$ cat src/rtl/pctc_pkg.sv
// pctc_pkg: shared types, widths and constants of the pressure/temperature compensation core
// no dependencies; imported by every module of the core
package pctc_pkg;

    localparam int COEFF_W   = 16;
    localparam int RAW_W     = 24;
    localparam int DT_W      = 25;   // raw temperature minus reference
    localparam int TPROD_W   = 42;   // dt times a 16-bit coefficient
    localparam int SQ_FULL_W = 50;   // dt squared
    localparam int Q_W       = 19;   // first-order temperature minus 2000
    localparam int CORR_W    = 42;   // sensitivity, offset and their corrections
    localparam int TI_W      = 18;   // second-order temperature correction
    localparam int SQ_W      = 36;   // squared temperature distances
    localparam int TEMP_W    = 21;   // compensated temperature before widening
    localparam int SPLIT_W   = 21;   // low slice of the sensitivity for the split multiply
    localparam int PPLO_W    = 45;
    localparam int PPHI_W    = 46;
    localparam int PROD_W    = 66;
    localparam int PDIV_W    = 45;
    localparam int P1_W      = 46;
    localparam int OUT_W     = 32;
    localparam int REG_IDX_W = 3;

    // rounding bias so that arithmetic shifts truncate toward zero
    localparam logic signed [TPROD_W-1:0] T_DIV_BIAS     = 42'sd8388607;
    localparam logic signed [TPROD_W-1:0] SENS_BIAS_V0   = 42'sd127;
    localparam logic signed [TPROD_W-1:0] SENS_BIAS_V1   = 42'sd255;
    localparam logic signed [TPROD_W-1:0] OFF_BIAS_V0    = 42'sd63;
    localparam logic signed [TPROD_W-1:0] OFF_BIAS_V1    = 42'sd127;
    localparam logic signed [PROD_W-1:0]  PROD_DIV_BIAS  = 66'sd2097151;
    localparam logic signed [P1_W-1:0]    P_BIAS_V0      = 46'sd32767;
    localparam logic signed [P1_W-1:0]    P_BIAS_V1      = 46'sd8191;

    localparam logic signed [TEMP_W-1:0]  TEMP_REF       = 21'sd2000;
    localparam logic signed [Q_W-1:0]     VLOW_Q         = -19'sd3500;
    localparam logic signed [Q_W:0]       VLOW_OFFSET    = 20'sd3500;

    // second-order correction multipliers
    localparam logic [CORR_W-1:0] K_OFF_LOW_V0  = 42'd61;
    localparam logic [CORR_W-1:0] K_SENS_LOW_V0 = 42'd29;
    localparam logic [CORR_W-1:0] K_OFF_LOW_V1  = 42'd3;
    localparam logic [CORR_W-1:0] K_SENS_LOW_V1 = 42'd5;
    localparam logic [CORR_W-1:0] K_OFF_VLO_V0  = 42'd17;
    localparam logic [CORR_W-1:0] K_SENS_VLO_V0 = 42'd9;
    localparam logic [CORR_W-1:0] K_OFF_VLO_V1  = 42'd7;
    localparam logic [CORR_W-1:0] K_SENS_VLO_V1 = 42'd4;

    typedef enum logic [REG_IDX_W-1:0] {
        REG_SENS        = 3'd0,
        REG_OFFSET      = 3'd1,
        REG_SENS_TEMP   = 3'd2,
        REG_OFFSET_TEMP = 3'd3,
        REG_REF_TEMP    = 3'd4,
        REG_TEMP_SLOPE  = 3'd5,
        REG_VARIANT     = 3'd6
    } pctc_reg_t;

    typedef struct packed {
        logic [COEFF_W-1:0] sens;
        logic [COEFF_W-1:0] offset;
        logic [COEFF_W-1:0] sens_temp;
        logic [COEFF_W-1:0] offset_temp;
        logic [COEFF_W-1:0] ref_temp;
        logic [COEFF_W-1:0] temp_slope;
        logic               variant;
    } pctc_cfg_t;

    typedef struct packed {
        logic [RAW_W-1:0] raw_pressure;
        logic [RAW_W-1:0] raw_temperature;
    } pctc_sample_t;

    typedef struct packed {
        logic signed [OUT_W-1:0] temperature_centi;
        logic signed [OUT_W-1:0] pressure_value;
    } pctc_result_t;

    typedef struct packed {
        logic [RAW_W-1:0]         d1;
        logic signed [Q_W-1:0]    q;
        logic signed [CORR_W-1:0] sens;
        logic signed [CORR_W-1:0] off;
        logic [TI_W-1:0]          ti_lo;
        logic [TI_W-1:0]          ti_hi;
    } pctc_front_t;

    typedef struct packed {
        logic [RAW_W-1:0]         d1;
        logic signed [CORR_W-1:0] sens2;
        logic signed [CORR_W-1:0] off2;
        logic signed [TEMP_W-1:0] temp;
    } pctc_corr_t;

endpackage

$ cat src/rtl/pctc_corr.sv
// pctc_corr: three stages - band decision and squares, second-order terms, corrected values
// depends on pctc_pkg
module pctc_corr import pctc_pkg::*; (
    input  logic        clk,
    input  logic        rst_n,
    input  pctc_cfg_t   cfg,
    input  logic        in_valid,
    output logic        in_ready,
    input  pctc_front_t in_item,
    output logic        out_valid,
    input  logic        out_ready,
    output pctc_corr_t  out_item
);

    logic d_en, e_en, f_en;
    logic d_valid_reg, e_valid_reg, f_valid_reg;

    // stage d
    logic [RAW_W-1:0]          d_d1_reg;
    logic signed [Q_W-1:0]     d_q_reg;
    logic signed [CORR_W-1:0]  d_sens_reg, d_off_reg;
    logic [TI_W-1:0]           d_ti_reg, d_ti_next;
    logic                      d_low_reg, d_low_next;
    logic                      d_vlow_reg, d_vlow_next;
    logic [SQ_W-1:0]           d_dl_reg, d_dl_next;
    logic [SQ_W-1:0]           d_dv_reg, d_dv_next;
    logic signed [2*Q_W-1:0]   dl_full;
    logic signed [Q_W:0]       qv;
    logic signed [2*Q_W+1:0]   dv_full;

    // stage e
    logic [RAW_W-1:0]          e_d1_reg;
    logic signed [Q_W-1:0]     e_q_reg;
    logic signed [CORR_W-1:0]  e_sens_reg, e_off_reg;
    logic [TI_W-1:0]           e_ti_reg;
    logic [CORR_W-1:0]         e_offi_reg, e_offi_next;
    logic [CORR_W-1:0]         e_sensi_reg, e_sensi_next;
    logic [CORR_W-1:0]         dl_x, dv_x;

    // stage f
    pctc_corr_t                f_item_reg, f_item_next;

    assign f_en     = ~f_valid_reg | out_ready;
    assign e_en     = ~e_valid_reg | f_en;
    assign d_en     = ~d_valid_reg | e_en;
    assign in_ready = d_en;

    // low band is t below 2000, that is q negative
    always_comb
    begin
        dl_full     = in_item.q * in_item.q;
        qv          = {in_item.q[Q_W-1], in_item.q} + VLOW_OFFSET;
        dv_full     = qv * qv;
        d_dl_next   = dl_full[SQ_W-1:0];
        d_dv_next   = dv_full[SQ_W-1:0];
        d_low_next  = in_item.q[Q_W-1];
        d_vlow_next = in_item.q < VLOW_Q;
        d_ti_next   = d_low_next ? in_item.ti_lo : in_item.ti_hi;
    end

    // all terms here are non-negative, so shifts truncate as required
    always_comb
    begin
        dl_x         = {6'd0, d_dl_reg};
        dv_x         = {6'd0, d_dv_reg};
        e_offi_next  = '0;
        e_sensi_next = '0;
        priority if (!d_low_reg)
        begin
            if (cfg.variant)
                e_offi_next = dl_x >> 4;
        end
        else if (!cfg.variant)
        begin
            e_offi_next  = (dl_x * K_OFF_LOW_V0) >> 4;
            e_sensi_next = (dl_x * K_SENS_LOW_V0) >> 4;
            if (d_vlow_reg)
            begin
                e_offi_next  = e_offi_next + dv_x * K_OFF_VLO_V0;
                e_sensi_next = e_sensi_next + dv_x * K_SENS_VLO_V0;
            end
        end
        else
        begin
            e_offi_next  = (dl_x * K_OFF_LOW_V1) >> 1;
            e_sensi_next = (dl_x * K_SENS_LOW_V1) >> 3;
            if (d_vlow_reg)
            begin
                e_offi_next  = e_offi_next + dv_x * K_OFF_VLO_V1;
                e_sensi_next = e_sensi_next + dv_x * K_SENS_VLO_V1;
            end
        end
    end

    always_comb
    begin
        f_item_next.d1    = e_d1_reg;
        f_item_next.sens2 = e_sens_reg - $signed(e_sensi_reg);
        f_item_next.off2  = e_off_reg - $signed(e_offi_reg);
        f_item_next.temp  = $signed({{(TEMP_W-Q_W){e_q_reg[Q_W-1]}}, e_q_reg}) + TEMP_REF
                            - $signed({3'b000, e_ti_reg});
    end

    always_ff @(posedge clk or negedge rst_n)
    begin
        if (!rst_n)
        begin
            d_valid_reg <= 1'b0;
            e_valid_reg <= 1'b0;
            f_valid_reg <= 1'b0;
        end
        else
        begin
            if (d_en)
                d_valid_reg <= in_valid;
            if (e_en)
                e_valid_reg <= d_valid_reg;
            if (f_en)
                f_valid_reg <= e_valid_reg;
        end
    end

    always_ff @(posedge clk)
    begin
        if (d_en)
        begin
            d_d1_reg   <= in_item.d1;
            d_q_reg    <= in_item.q;
            d_sens_reg <= in_item.sens;
            d_off_reg  <= in_item.off;
            d_ti_reg   <= d_ti_next;
            d_low_reg  <= d_low_next;
            d_vlow_reg <= d_vlow_next;
            d_dl_reg   <= d_dl_next;
            d_dv_reg   <= d_dv_next;
        end
        if (e_en)
        begin
            e_d1_reg    <= d_d1_reg;
            e_q_reg     <= d_q_reg;
            e_sens_reg  <= d_sens_reg;
            e_off_reg   <= d_off_reg;
            e_ti_reg    <= d_ti_reg;
            e_offi_reg  <= e_offi_next;
            e_sensi_reg <= e_sensi_next;
        end
        if (f_en)
            f_item_reg <= f_item_next;
    end

    assign out_valid = f_valid_reg;
    assign out_item  = f_item_reg;

endmodule

$ cat config.mk
export PLATFORM = sky130hd
export DESIGN_NAME = pctc_corr
export DESIGN_NICKNAME = d
export VERILOG_FILES = /design/src/rtl/pctc_pkg.sv /design/src/rtl/pctc_corr.sv
export SDC_FILE = /design/constraint.sdc
export NUM_CORES = 2
export LEC_CHECK = 0
export CORE_MARGIN = 1
export CORE_UTILIZATION = 60
export DETAILED_ROUTE_END_ITERATION = 10
export DONT_BUFFER_PORTS = 1
export GPL_TIMING_DRIVEN = 0
export PLACE_DENSITY = 0.81
export SYNTH_ARGS = -nofsm -noshare
export SYNTH_HDL_FRONTEND = slang
export SYNTH_SLANG_ARGS = --single-unit
$ cat constraint.sdc
create_clock -name clk -period 9.3 [get_ports clk]
set_clock_uncertainty 0.1 [all_clocks]
set_input_delay 0.93 -clock clk [delete_from_list [all_inputs] [get_ports clk]]
set_output_delay 0.93 -clock clk [all_outputs]
set_load 0.01 [all_outputs]
==> run_results.csv <==
group,metric,value,unit
drt,top_layer_used,"met5",
critical_path,worstPathArrival,9420,ps
global_routing,grt_pass1_wl,303000,µm
global_routing,track_usage,0.326,
layout,regArea,17100,µm²
critical_path,cp_max_fo,10,
critical_path,required,9610,ps
critical_path,worstSetupStartpointType,"primary input",
critical_path,cpMostUsedCell,"fa_1",
drt,routed_wl,198000,µm
global_routing,grt_pass1_vias,55400,
placed_design,port_buffers,0,
sta,setup_tns,0,ps
placed_design,detailed_place_hpwl,160000,µm
layout,largest_reg_flops,129,
drt,ant_nets,0,
synth,syn_area,72300,µm²
drt,dr.pass1.iters,6,
layout,multiInputGateArea,49100,µm²
clock_network,root_buffer,"clkbuf_16",
critical_path,slowest_stage,"fa_1",
critical_path,path_buf_inv,5,
placed_design,place_inst,8838,
synth,synth_area_leaders,"fa_1 26%, edfxtp_1 24%, ha_1 14%",
global_routing,grt.overflow.total,0,
clock_network,clk_pin_slew,60,ps
synth,ys_warn_count,0,
clock_network,cts_max_path_buffers,3,
synth,synth.largest_area_cell,"fa_1",
sta,min_period,9110,ps
placed_design,routabilityCongestion,1.03,
layout,fin_cells,9002,
layout,stdcell_area,77400,µm²
clock_network,cts_sinks,571,
clock_network,tritoncts,"built",
synth,yosys_register_bits,571,
die,dieWidth,349,µm
clock_network,clk_latency,680,ps
synth,syn-num-nets,9224,
die,die_y,349,µm
layout,fill_cells,9084,
sta,maxSlewViolCount,0,
synth,synth_edf_count,568,
drt,wl_met2,92900,µm
layout,final_nets,9371,
synth,synthFlopType,"edfxtp_1",
drt,met1_length,74800,µm
layout,syn2layout_area_growth,7.15,%
synth,synth_common_cells,"1,543 x inv_1, 944 x fa_1, 807 x ha_1",
synth,synth_top_area_share,0.262,
global_routing,antenna_found_initial,10,
die,die-area,122000,µm²
critical_path,critical-path-top-delay-family,"adder cells",
synth,synthCells,7209,
clock_network,cts_max_level,2,
die,core,119000,µm²
drt,wl_per_cell,22.0,µm
run_status,run_status,"complete, no violations",
synth,yosysUniqueCellTypes,85,
clock_network,cts_buffers,58,
synth,synth-seq-area-share,0.237,
drt,drc,0,
critical_path,slowest_delay,560,ps
critical_path,startpoint,"in_item[123]",
hold_path,hp-class,"primary input to flop",
drt,avgViaCountPerCell,5.97,
sta,clock.fmax,0.110,GHz
sta,tightest_slew,1350,ps
hold_path,min_from,"in_item[159]",
global_routing,grt_max_degree,68,
drt,route.met3.wl,19500,µm
synth,yosysMostFrequentCell,"inv_1",
synth,syn_avg_cell_area,10.0,µm²
sta,relSlewSlack,0.0982,
critical_path,critPathCaptureType,"flop",
die,rows,126,
sta,setup_viol,0,
critical_path,crit_type,"primary input to flop",
drt,via_count,53800,
die,initial_core_util,0.609,
sta,min_period_over_period,0.980,
job,cap_viol_max_count,0,
critical_path,r2r-start,"d_dl_reg[15]",
sta,whs,240,ps
die,io_pins,395,
placed_design,placed_area,74800,µm²
layout,final_layout_size_suffix_gt1_frac,0.0416,
sta,hold_viol,0,
synth,ys_async_sr_fraction,0.00525,
drt,drt_iter0_drc,5120,
==> path summary, 6_finish.rpt <==
kind                             endpoint  slack [ps]  depth (start not counted)
max in group asynchronous       out_valid        8560                          1
min in group asynchronous     d_valid_reg         400                          1
min                          d_d1_reg[20]         240                          0
max reg2reg                e_offi_reg[32]         220                         30
max                          d_dv_reg[35]         190                         30
min reg2reg                 e_sens_reg[6]         300                          0
==> cells in the final DEF, fill, tap and decap left out, drive strengths merged, types with 45 or more instances in the layout <==
cell    instances
and2          100
ha            807
o21a           79
xnor2         304
nor3           73
edfxtp        568
inv          1544
nand2b         70
a21o          194
a21oi         406
nor2b          63
a31oi          45
clkbuf        179
buf           102
nand2         451
o21bai         68
nand3          83
and3           51
a211oi         51
o21ai         221
fa            944
nor2          380
xor2          130
==> layer usage <==
metal  vias up  track usage
met5         -            0
met4        12        0.162
met3       559       0.0593
met2      2689        0.539
met1     26400        0.412
li1      24100            -
==> through the flow <==
| step | util | worst slack [ps] |
|---|---|---|
| after floorplan | - | -383 |
| after global placement | 0.626 | -4660 |
| after detailed placement | 0.630 | -3290 |
| after CTS | 0.648 | 16.1 |
| after global routing | 0.652 | -62.8 |
| final | 0.652 | 189 |
==> layout make-up <==
type	count	area share
Multi-Input combinational cell	4963	0.635
Sequential cell	571	0.221
Inverter	1550	0.0752
Tap cell	1600	0.0259
Clock buffer	70	0.0193
Timing Repair Buffer	90	0.0123
Buffer	122	0.00651
Clock inverter	31	0.00441
Antenna cell	5	0.000162
==> repair_timing <==
action                                  CTS  global route
hold buffers                              1             0
buffers inserted                         16            43
pin swaps                                 3             3
endpoints found under the setup margin   34            25
gates resized for setup                  48            45
endpoints found under the hold margin     3             0
==> cell families (layout without fill, tap and decap cells) <==
| logic type | Yosys count | after routing | synth area share |
|---|---|---|---|
| compound gates | 1342 | 1342 | 0.121 |
| xor+xnor | 434 | 434 | 0.0526 |
| fa+ha+maj | 1751 | 1751 | 0.401 |
| buf+inv | 1675 | 1863 | 0.0870 |
| flops | 571 | 571 | 0.237 |
| mux | 63 | 63 | 0.0124 |
| other cells | 0 | 5 | 0 |
| simple gates | 1373 | 1373 | 0.0883 |
Power is left out: the tool's default activity adds up to more than one toggle a clock period on the data nets, which glitch-free logic cannot reach.
