==> config.mk <==
export PLATFORM = sky130hd
export DESIGN_NAME = pctc_press
export DESIGN_NICKNAME = d
export VERILOG_FILES = /design/src/rtl/pctc_pkg.sv /design/src/rtl/pctc_press.sv
export SDC_FILE = /design/constraint.sdc
export NUM_CORES = 2
export LEC_CHECK = 0
export ABC_AREA = 1
export ABC_CLOCK_PERIOD_IN_PS = 11400
export BUFFER_PORTS_ARGS = -buffer_cell sky130_fd_sc_hd__buf_2
export CAP_MARGIN = 20
export CORE_MARGIN = 2
export CORE_UTILIZATION = 45
export CTS_CLUSTER_DIAMETER = 150
export DETAILED_ROUTE_END_ITERATION = 8
export PLACE_DENSITY_LB_ADDON = 0.12
export SLEW_MARGIN = 40
export SYNTH_ARGS = -nofsm -noshare
export SYNTH_HDL_FRONTEND = slang
export SYNTH_SLANG_ARGS = --single-unit
export TNS_END_PERCENT = 30
==> constraint.sdc <==
create_clock -name clk -period 11.4 [get_ports clk]
set_clock_uncertainty 0.15 [all_clocks]
set_input_delay 0.57 -clock clk [delete_from_list [all_inputs] [get_ports clk]]
set_output_delay 0.57 -clock clk [all_outputs]
set_load 0.01 [all_outputs]
==> src/rtl/pctc_pkg.sv <==
// pctc_pkg: shared types, widths and constants of the pressure/temperature compensation core
// no dependencies; imported by every module of the core
package pctc_pkg;

    localparam int COEFF_W   = 16;
    localparam int RAW_W     = 24;
    localparam int DT_W      = 25;   // raw temperature minus reference
    localparam int TPROD_W   = 42;   // dt times a 16-bit coefficient
    localparam int SQ_FULL_W = 50;   // dt squared
    localparam int Q_W       = 19;   // first-order temperature minus 2000
    localparam int CORR_W    = 42;   // sensitivity, offset and their corrections
    localparam int TI_W      = 18;   // second-order temperature correction
    localparam int SQ_W      = 36;   // squared temperature distances
    localparam int TEMP_W    = 21;   // compensated temperature before widening
    localparam int SPLIT_W   = 21;   // low slice of the sensitivity for the split multiply
    localparam int PPLO_W    = 45;
    localparam int PPHI_W    = 46;
    localparam int PROD_W    = 66;
    localparam int PDIV_W    = 45;
    localparam int P1_W      = 46;
    localparam int OUT_W     = 32;
    localparam int REG_IDX_W = 3;

    // rounding bias so that arithmetic shifts truncate toward zero
    localparam logic signed [TPROD_W-1:0] T_DIV_BIAS     = 42'sd8388607;
    localparam logic signed [TPROD_W-1:0] SENS_BIAS_V0   = 42'sd127;
    localparam logic signed [TPROD_W-1:0] SENS_BIAS_V1   = 42'sd255;
    localparam logic signed [TPROD_W-1:0] OFF_BIAS_V0    = 42'sd63;
    localparam logic signed [TPROD_W-1:0] OFF_BIAS_V1    = 42'sd127;
    localparam logic signed [PROD_W-1:0]  PROD_DIV_BIAS  = 66'sd2097151;
    localparam logic signed [P1_W-1:0]    P_BIAS_V0      = 46'sd32767;
    localparam logic signed [P1_W-1:0]    P_BIAS_V1      = 46'sd8191;

    localparam logic signed [TEMP_W-1:0]  TEMP_REF       = 21'sd2000;
    localparam logic signed [Q_W-1:0]     VLOW_Q         = -19'sd3500;
    localparam logic signed [Q_W:0]       VLOW_OFFSET    = 20'sd3500;

    // second-order correction multipliers
    localparam logic [CORR_W-1:0] K_OFF_LOW_V0  = 42'd61;
    localparam logic [CORR_W-1:0] K_SENS_LOW_V0 = 42'd29;
    localparam logic [CORR_W-1:0] K_OFF_LOW_V1  = 42'd3;
    localparam logic [CORR_W-1:0] K_SENS_LOW_V1 = 42'd5;
    localparam logic [CORR_W-1:0] K_OFF_VLO_V0  = 42'd17;
    localparam logic [CORR_W-1:0] K_SENS_VLO_V0 = 42'd9;
    localparam logic [CORR_W-1:0] K_OFF_VLO_V1  = 42'd7;
    localparam logic [CORR_W-1:0] K_SENS_VLO_V1 = 42'd4;

    typedef enum logic [REG_IDX_W-1:0] {
        REG_SENS        = 3'd0,
        REG_OFFSET      = 3'd1,
        REG_SENS_TEMP   = 3'd2,
        REG_OFFSET_TEMP = 3'd3,
        REG_REF_TEMP    = 3'd4,
        REG_TEMP_SLOPE  = 3'd5,
        REG_VARIANT     = 3'd6
    } pctc_reg_t;

    typedef struct packed {
        logic [COEFF_W-1:0] sens;
        logic [COEFF_W-1:0] offset;
        logic [COEFF_W-1:0] sens_temp;
        logic [COEFF_W-1:0] offset_temp;
        logic [COEFF_W-1:0] ref_temp;
        logic [COEFF_W-1:0] temp_slope;
        logic               variant;
    } pctc_cfg_t;

    typedef struct packed {
        logic [RAW_W-1:0] raw_pressure;
        logic [RAW_W-1:0] raw_temperature;
    } pctc_sample_t;

    typedef struct packed {
        logic signed [OUT_W-1:0] temperature_centi;
        logic signed [OUT_W-1:0] pressure_value;
    } pctc_result_t;

    typedef struct packed {
        logic [RAW_W-1:0]         d1;
        logic signed [Q_W-1:0]    q;
        logic signed [CORR_W-1:0] sens;
        logic signed [CORR_W-1:0] off;
        logic [TI_W-1:0]          ti_lo;
        logic [TI_W-1:0]          ti_hi;
    } pctc_front_t;

    typedef struct packed {
        logic [RAW_W-1:0]         d1;
        logic signed [CORR_W-1:0] sens2;
        logic signed [CORR_W-1:0] off2;
        logic signed [TEMP_W-1:0] temp;
    } pctc_corr_t;

endpackage

==> src/rtl/pctc_press.sv <==
// pctc_press: five stages - split pressure multiply, merge, scale, offset and output register
// depends on pctc_pkg
module pctc_press import pctc_pkg::*; (
    input  logic         clk,
    input  logic         rst_n,
    input  pctc_cfg_t    cfg,
    input  logic         in_valid,
    output logic         in_ready,
    input  pctc_corr_t   in_item,
    output logic         out_valid,
    input  logic         out_ready,
    output pctc_result_t out_item
);

    logic g_en, h_en, i_en, j_en, k_en;
    logic g_valid_reg, h_valid_reg, i_valid_reg, j_valid_reg, k_valid_reg;

    // stage g: d1 times sensitivity as two partial products
    logic [PPLO_W-1:0]         g_pplo_reg, g_pplo_next;
    logic signed [PPHI_W-1:0]  g_pphi_reg, g_pphi_next;
    logic signed [CORR_W-1:0]  g_off_reg;
    logic signed [TEMP_W-1:0]  g_temp_reg;

    // stage h: merged product
    logic signed [PROD_W-1:0]  h_prod_reg, h_prod_next;
    logic signed [CORR_W-1:0]  h_off_reg;
    logic signed [TEMP_W-1:0]  h_temp_reg;

    // stage i: product over 2^21
    logic signed [PROD_W-1:0]  prod_biased;
    logic signed [PDIV_W-1:0]  i_pdiv_reg, i_pdiv_next;
    logic signed [CORR_W-1:0]  i_off_reg;
    logic signed [TEMP_W-1:0]  i_temp_reg;

    // stage j: minus offset
    logic signed [P1_W-1:0]    j_p1_reg, j_p1_next;
    logic signed [TEMP_W-1:0]  j_temp_reg;

    // stage k: final scale, output register
    logic signed [P1_W-1:0]    p_biased, p_scaled;
    pctc_result_t              k_item_reg, k_item_next;

    assign k_en     = ~k_valid_reg | out_ready;
    assign j_en     = ~j_valid_reg | k_en;
    assign i_en     = ~i_valid_reg | j_en;
    assign h_en     = ~h_valid_reg | i_en;
    assign g_en     = ~g_valid_reg | h_en;
    assign in_ready = g_en;

    always_comb
    begin
        g_pplo_next = in_item.d1 * in_item.sens2[SPLIT_W-1:0];
        g_pphi_next = $signed({1'b0, in_item.d1}) * $signed(in_item.sens2[CORR_W-1:SPLIT_W]);
    end

    always_comb
    begin
        h_prod_next = ($signed({{(PROD_W-PPHI_W){g_pphi_reg[PPHI_W-1]}}, g_pphi_reg}) <<< SPLIT_W)
                      + $signed({{(PROD_W-PPLO_W){1'b0}}, g_pplo_reg});
    end

    always_comb
    begin
        prod_biased = h_prod_reg + (h_prod_reg[PROD_W-1] ? PROD_DIV_BIAS : 66'sd0);
        i_pdiv_next = prod_biased[PROD_W-1:21];
    end

    always_comb
    begin
        j_p1_next = {i_pdiv_reg[PDIV_W-1], i_pdiv_reg}
                    - {{(P1_W-CORR_W){i_off_reg[CORR_W-1]}}, i_off_reg};
    end

    always_comb
    begin
        p_biased = j_p1_reg + (j_p1_reg[P1_W-1] ?
                   (cfg.variant ? P_BIAS_V1 : P_BIAS_V0) : 46'sd0);
        p_scaled = cfg.variant ? (p_biased >>> 13) : (p_biased >>> 15);
        k_item_next.pressure_value    = p_scaled[OUT_W-1:0];
        k_item_next.temperature_centi = {{(OUT_W-TEMP_W){j_temp_reg[TEMP_W-1]}}, j_temp_reg};
    end

    always_ff @(posedge clk or negedge rst_n)
    begin
        if (!rst_n)
        begin
            g_valid_reg <= 1'b0;
            h_valid_reg <= 1'b0;
            i_valid_reg <= 1'b0;
            j_valid_reg <= 1'b0;
            k_valid_reg <= 1'b0;
        end
        else
        begin
            if (g_en)
                g_valid_reg <= in_valid;
            if (h_en)
                h_valid_reg <= g_valid_reg;
            if (i_en)
                i_valid_reg <= h_valid_reg;
            if (j_en)
                j_valid_reg <= i_valid_reg;
            if (k_en)
                k_valid_reg <= j_valid_reg;
        end
    end

    always_ff @(posedge clk)
    begin
        if (g_en)
        begin
            g_pplo_reg <= g_pplo_next;
            g_pphi_reg <= g_pphi_next;
            g_off_reg  <= in_item.off2;
            g_temp_reg <= in_item.temp;
        end
        if (h_en)
        begin
            h_prod_reg <= h_prod_next;
            h_off_reg  <= g_off_reg;
            h_temp_reg <= g_temp_reg;
        end
        if (i_en)
        begin
            i_pdiv_reg <= i_pdiv_next;
            i_off_reg  <= h_off_reg;
            i_temp_reg <= h_temp_reg;
        end
        if (j_en)
        begin
            j_p1_reg   <= j_p1_next;
            j_temp_reg <= i_temp_reg;
        end
        if (k_en)
            k_item_reg <= k_item_next;
    end

    assign out_valid = k_valid_reg;
    assign out_item  = k_item_reg;

endmodule

==> impl_summary.txt <==
----------------------------------------------------
[Yosys]
  Warnings from Yosys ... 0
  Post-synth ARST share ... 0.971%
  Number of flip-flops and latches in the synthesized netlist ... 515
  Synth cell types ... 51
  Mean area per synthesized cell ... 8.04 um^2
  Sequential-to-total area share from yosys stat ... 24.8%
  Number of enable flip-flop cells after synthesis ... 510
  Ys flop type ... sky130_fd_sc_hd__edfxtp_1
  Cell area after technology mapping ... 62200 um^2
  Synthesized netlist cell count ... a little under 8000
  Number of nets in the synthesized netlist ... 9236

[GRT]
  GRT Residual Overflow ... 0
  Total global routing track utilization ... 25.5%
  Number of global-route vias before repair ... 50200
  First-pass GRT wire length ... ~280000 um
  Maximum number of pins on one net before global-route repair ... 74
  Number of antenna violations at the first check in global routing ... 4

[Worst setup path]
  Crit path top cell by count ... sky130_fd_sc_hd__fa_1
  Type of the setup path with the least slack ... in -> reg
  CP endpoint kind ... flop
  Register-to-register setup slack ... 7050 ps
  Data required time at the worst endpoint ... 11610 ps
  Worst path max stage delay ... 610 ps
  Worst path buffer plus inverter count ... 7
  Crit path max-delay cell type ... sky130_fd_sc_hd__buf_2
  CP delay by family, top ... adder cells
  Critical path data arrival time ... 7120 ps
  Maximum fanout along the worst path ... 22
  Cell chain of the critical path ... buf_2, buf_4, nand2_1, fa_1, inv_1, fa_1, inv_1, fa_1, inv_1, fa_1, fa_1, fa_1, inv_1, fa_1, inv_1, ha_1, a21oi_1, o21ai_0, a21oi_1, nand3_1, nand2_1, nand2_1, nand2_1, nand2_1
  Nature of the critical path startpoint ... input port

[Die]
  Count of pins on the block boundary ... 296
  Std-Cell Rows ... between 100 and 150
  Starting utilization of the core area ... between 40% and 50%
  Die Area ... 141000 um^2
  Height of the die ... 376 um
  Placeable core area ... 137000 um^2
  Chip Width ... ~380 um

[Route]
  Remaining antenna violation count ... 0
  Final wirelength ... between 150000 and 200000 um
  Vias ... between 40000 and 50000
  DR DRC count ... 0
  Routed wire length per instance ... 18.2 um
  First-pass detailed-route iteration total ... 9
  Initial DRC count ... 3123
  DR vias/cell ... 5.00

[Cells and area]
  Most used cells in the layout excluding fill and tap cells ... sky130_fd_sc_hd__nand2_1 (2342), sky130_fd_sc_hd__inv_1 (1898), sky130_fd_sc_hd__fa_1 (833), sky130_fd_sc_hd__edfxtp_1 (510), sky130_fd_sc_hd__ha_1 (435)
  Share of layout cells above drive strength 1 ... 4.95%
  Max reg flops ... 66
  Combined area of the multi-input logic cells ... 38700 um^2
  Area Overhead vs Synth ... 8.24%
  Sequential Area ... 15400 um^2
  Fin nets ... 9365
  Number of filler cells placed in the layout ... 13500
  Non-filler cells in the finished layout ... 9707
  Most common library cell in the layout ignoring fill and taps ... sky130_fd_sc_hd__nand2_1

[Timing]
  Final critical-path share of the clock period ... ~60%
  Achievable Freq ... approximately 140 MHz
  Number of failing hold endpoints at the final stage ... 0
  Tightest slew margin relative to the limit ... 42.1%
  Final Slew Violations ... 0
  Unrepaired setup endpoints after global routing ... false
  Crit path time final ... 6900 ps
  Final TNS setup ... 0 ps
  Worst Tran Pin Value ... 868 ps
  Final Setup Violations ... 0

[Clocking]
  TritonCTS clock tree ... yes
  Cts repair resizes ... 0
  TritonCTS Sinks ... 515
  Clock latency at the later pin of the worst-skew pair ... 630 ps
  Maximum level of the CTS H-tree ... 2
  Clock transition time at the flip-flop clock pins of the worst setup and hold paths ... 60 ps
  Root Driver ... sky130_fd_sc_hd__clkbuf_16
  CTS max path bufs ... 3
  Number of buffers created by CTS ... 54

[Flow run]
  Number of violations of the max-capacitance limit ... 0

[Status]
  Run status ... finished clean

[Placed design]
  DP Cell Count ... roughly 9500
  Final weighted congestion of routability-driven global placement ... 0.942
  Buffers added on ports ... 199
  Post-DP HPWL ... 143000 um

[Min path]
  Hold crit path type ... in -> async

----------------------------------------------------
==> layer usage <==
layer / global-route usage, % / share of wire, %
met5: 0 / 0
met4: 4.42 / 1.7
met3: 1.85 / 4.7
met2: 42.8 / 47
met1: 36.6 / 47
==> synthesized netlist by cell type (49+ instances only) <==
master,n,share of area [%]
sky130_fd_sc_hd__a21oi_1,215,1.7
sky130_fd_sc_hd__clkbuf_1,208,1.3
sky130_fd_sc_hd__edfxtp_1,510,25
sky130_fd_sc_hd__fa_1,833,27
sky130_fd_sc_hd__ha_1,435,8.8
sky130_fd_sc_hd__inv_1,1904,11
sky130_fd_sc_hd__nand2_1,2343,14
sky130_fd_sc_hd__nand3_1,294,2.4
sky130_fd_sc_hd__nand4_1,70,0.70
sky130_fd_sc_hd__nor2_1,429,2.6
sky130_fd_sc_hd__nor3_1,49,0.39
sky130_fd_sc_hd__o21ai_0,128,1.0
sky130_fd_sc_hd__xor2_1,94,1.3
==> kinds of logic after synthesis <==
group	count (synthesis)	synth area share, %
buf+inv	2137	13.0
xor+xnor	117	1.65
simple gates	3298	21.5
flops	515	24.8
fa+ha+maj	1268	35.6
compound gates	403	3.46
==> through the flow <==
step / instance area (um^2) / hold slack (ps) / util, % / setup WS, ps
finish: 67300 / 162 / 49.0 / 4500
global route: 67300 / 134 / 49.0 / 4210
CTS: 67300 / 123 / 49.0 / 4550
detailed placement: 64800 / 245 / 47.2 / 3880
global placement: 64800 / 244 / 47.2 / 3930
floorplan: 62200 / 124 / - / 1690
==> worst paths after layout <==
path / start / end / cells after the start
max: in_item[122] / g_pplo_reg[42] / 24
min reg2reg: g_temp_reg[5] / h_temp_reg[5] / 0
max reg2reg: out_valid / h_off_reg[0] / 12
min in group clk: g_temp_reg[5] / h_temp_reg[5] / 0
max in group asynchronous: rst_n / out_valid / 2
min: rst_n / j_valid_reg / 2
==> timing repair <==
action | in CTS | in global routing
hold buffers | 65 | 0
setup buffers | 0 | 0
hold endpoints to repair | 69 | 0
==> area by class of cell <==
class / instances / share of cell area [%]
Multi-Input combinational cell: 5086 / 57.5
Sequential cell: 515 / 22.9
Inverter: 1912 / 10.7
Tap cell: 1794 / 3.33
Timing Repair Buffer: 298 / 2.85
Clock buffer: 63 / 2.06
Clock inverter: 38 / 0.693
Antenna cell: 1 / 0.00372
Power is left out: the tool's default activity adds up to more than one toggle a clock period on the data nets, which glitch-free logic cannot reach.
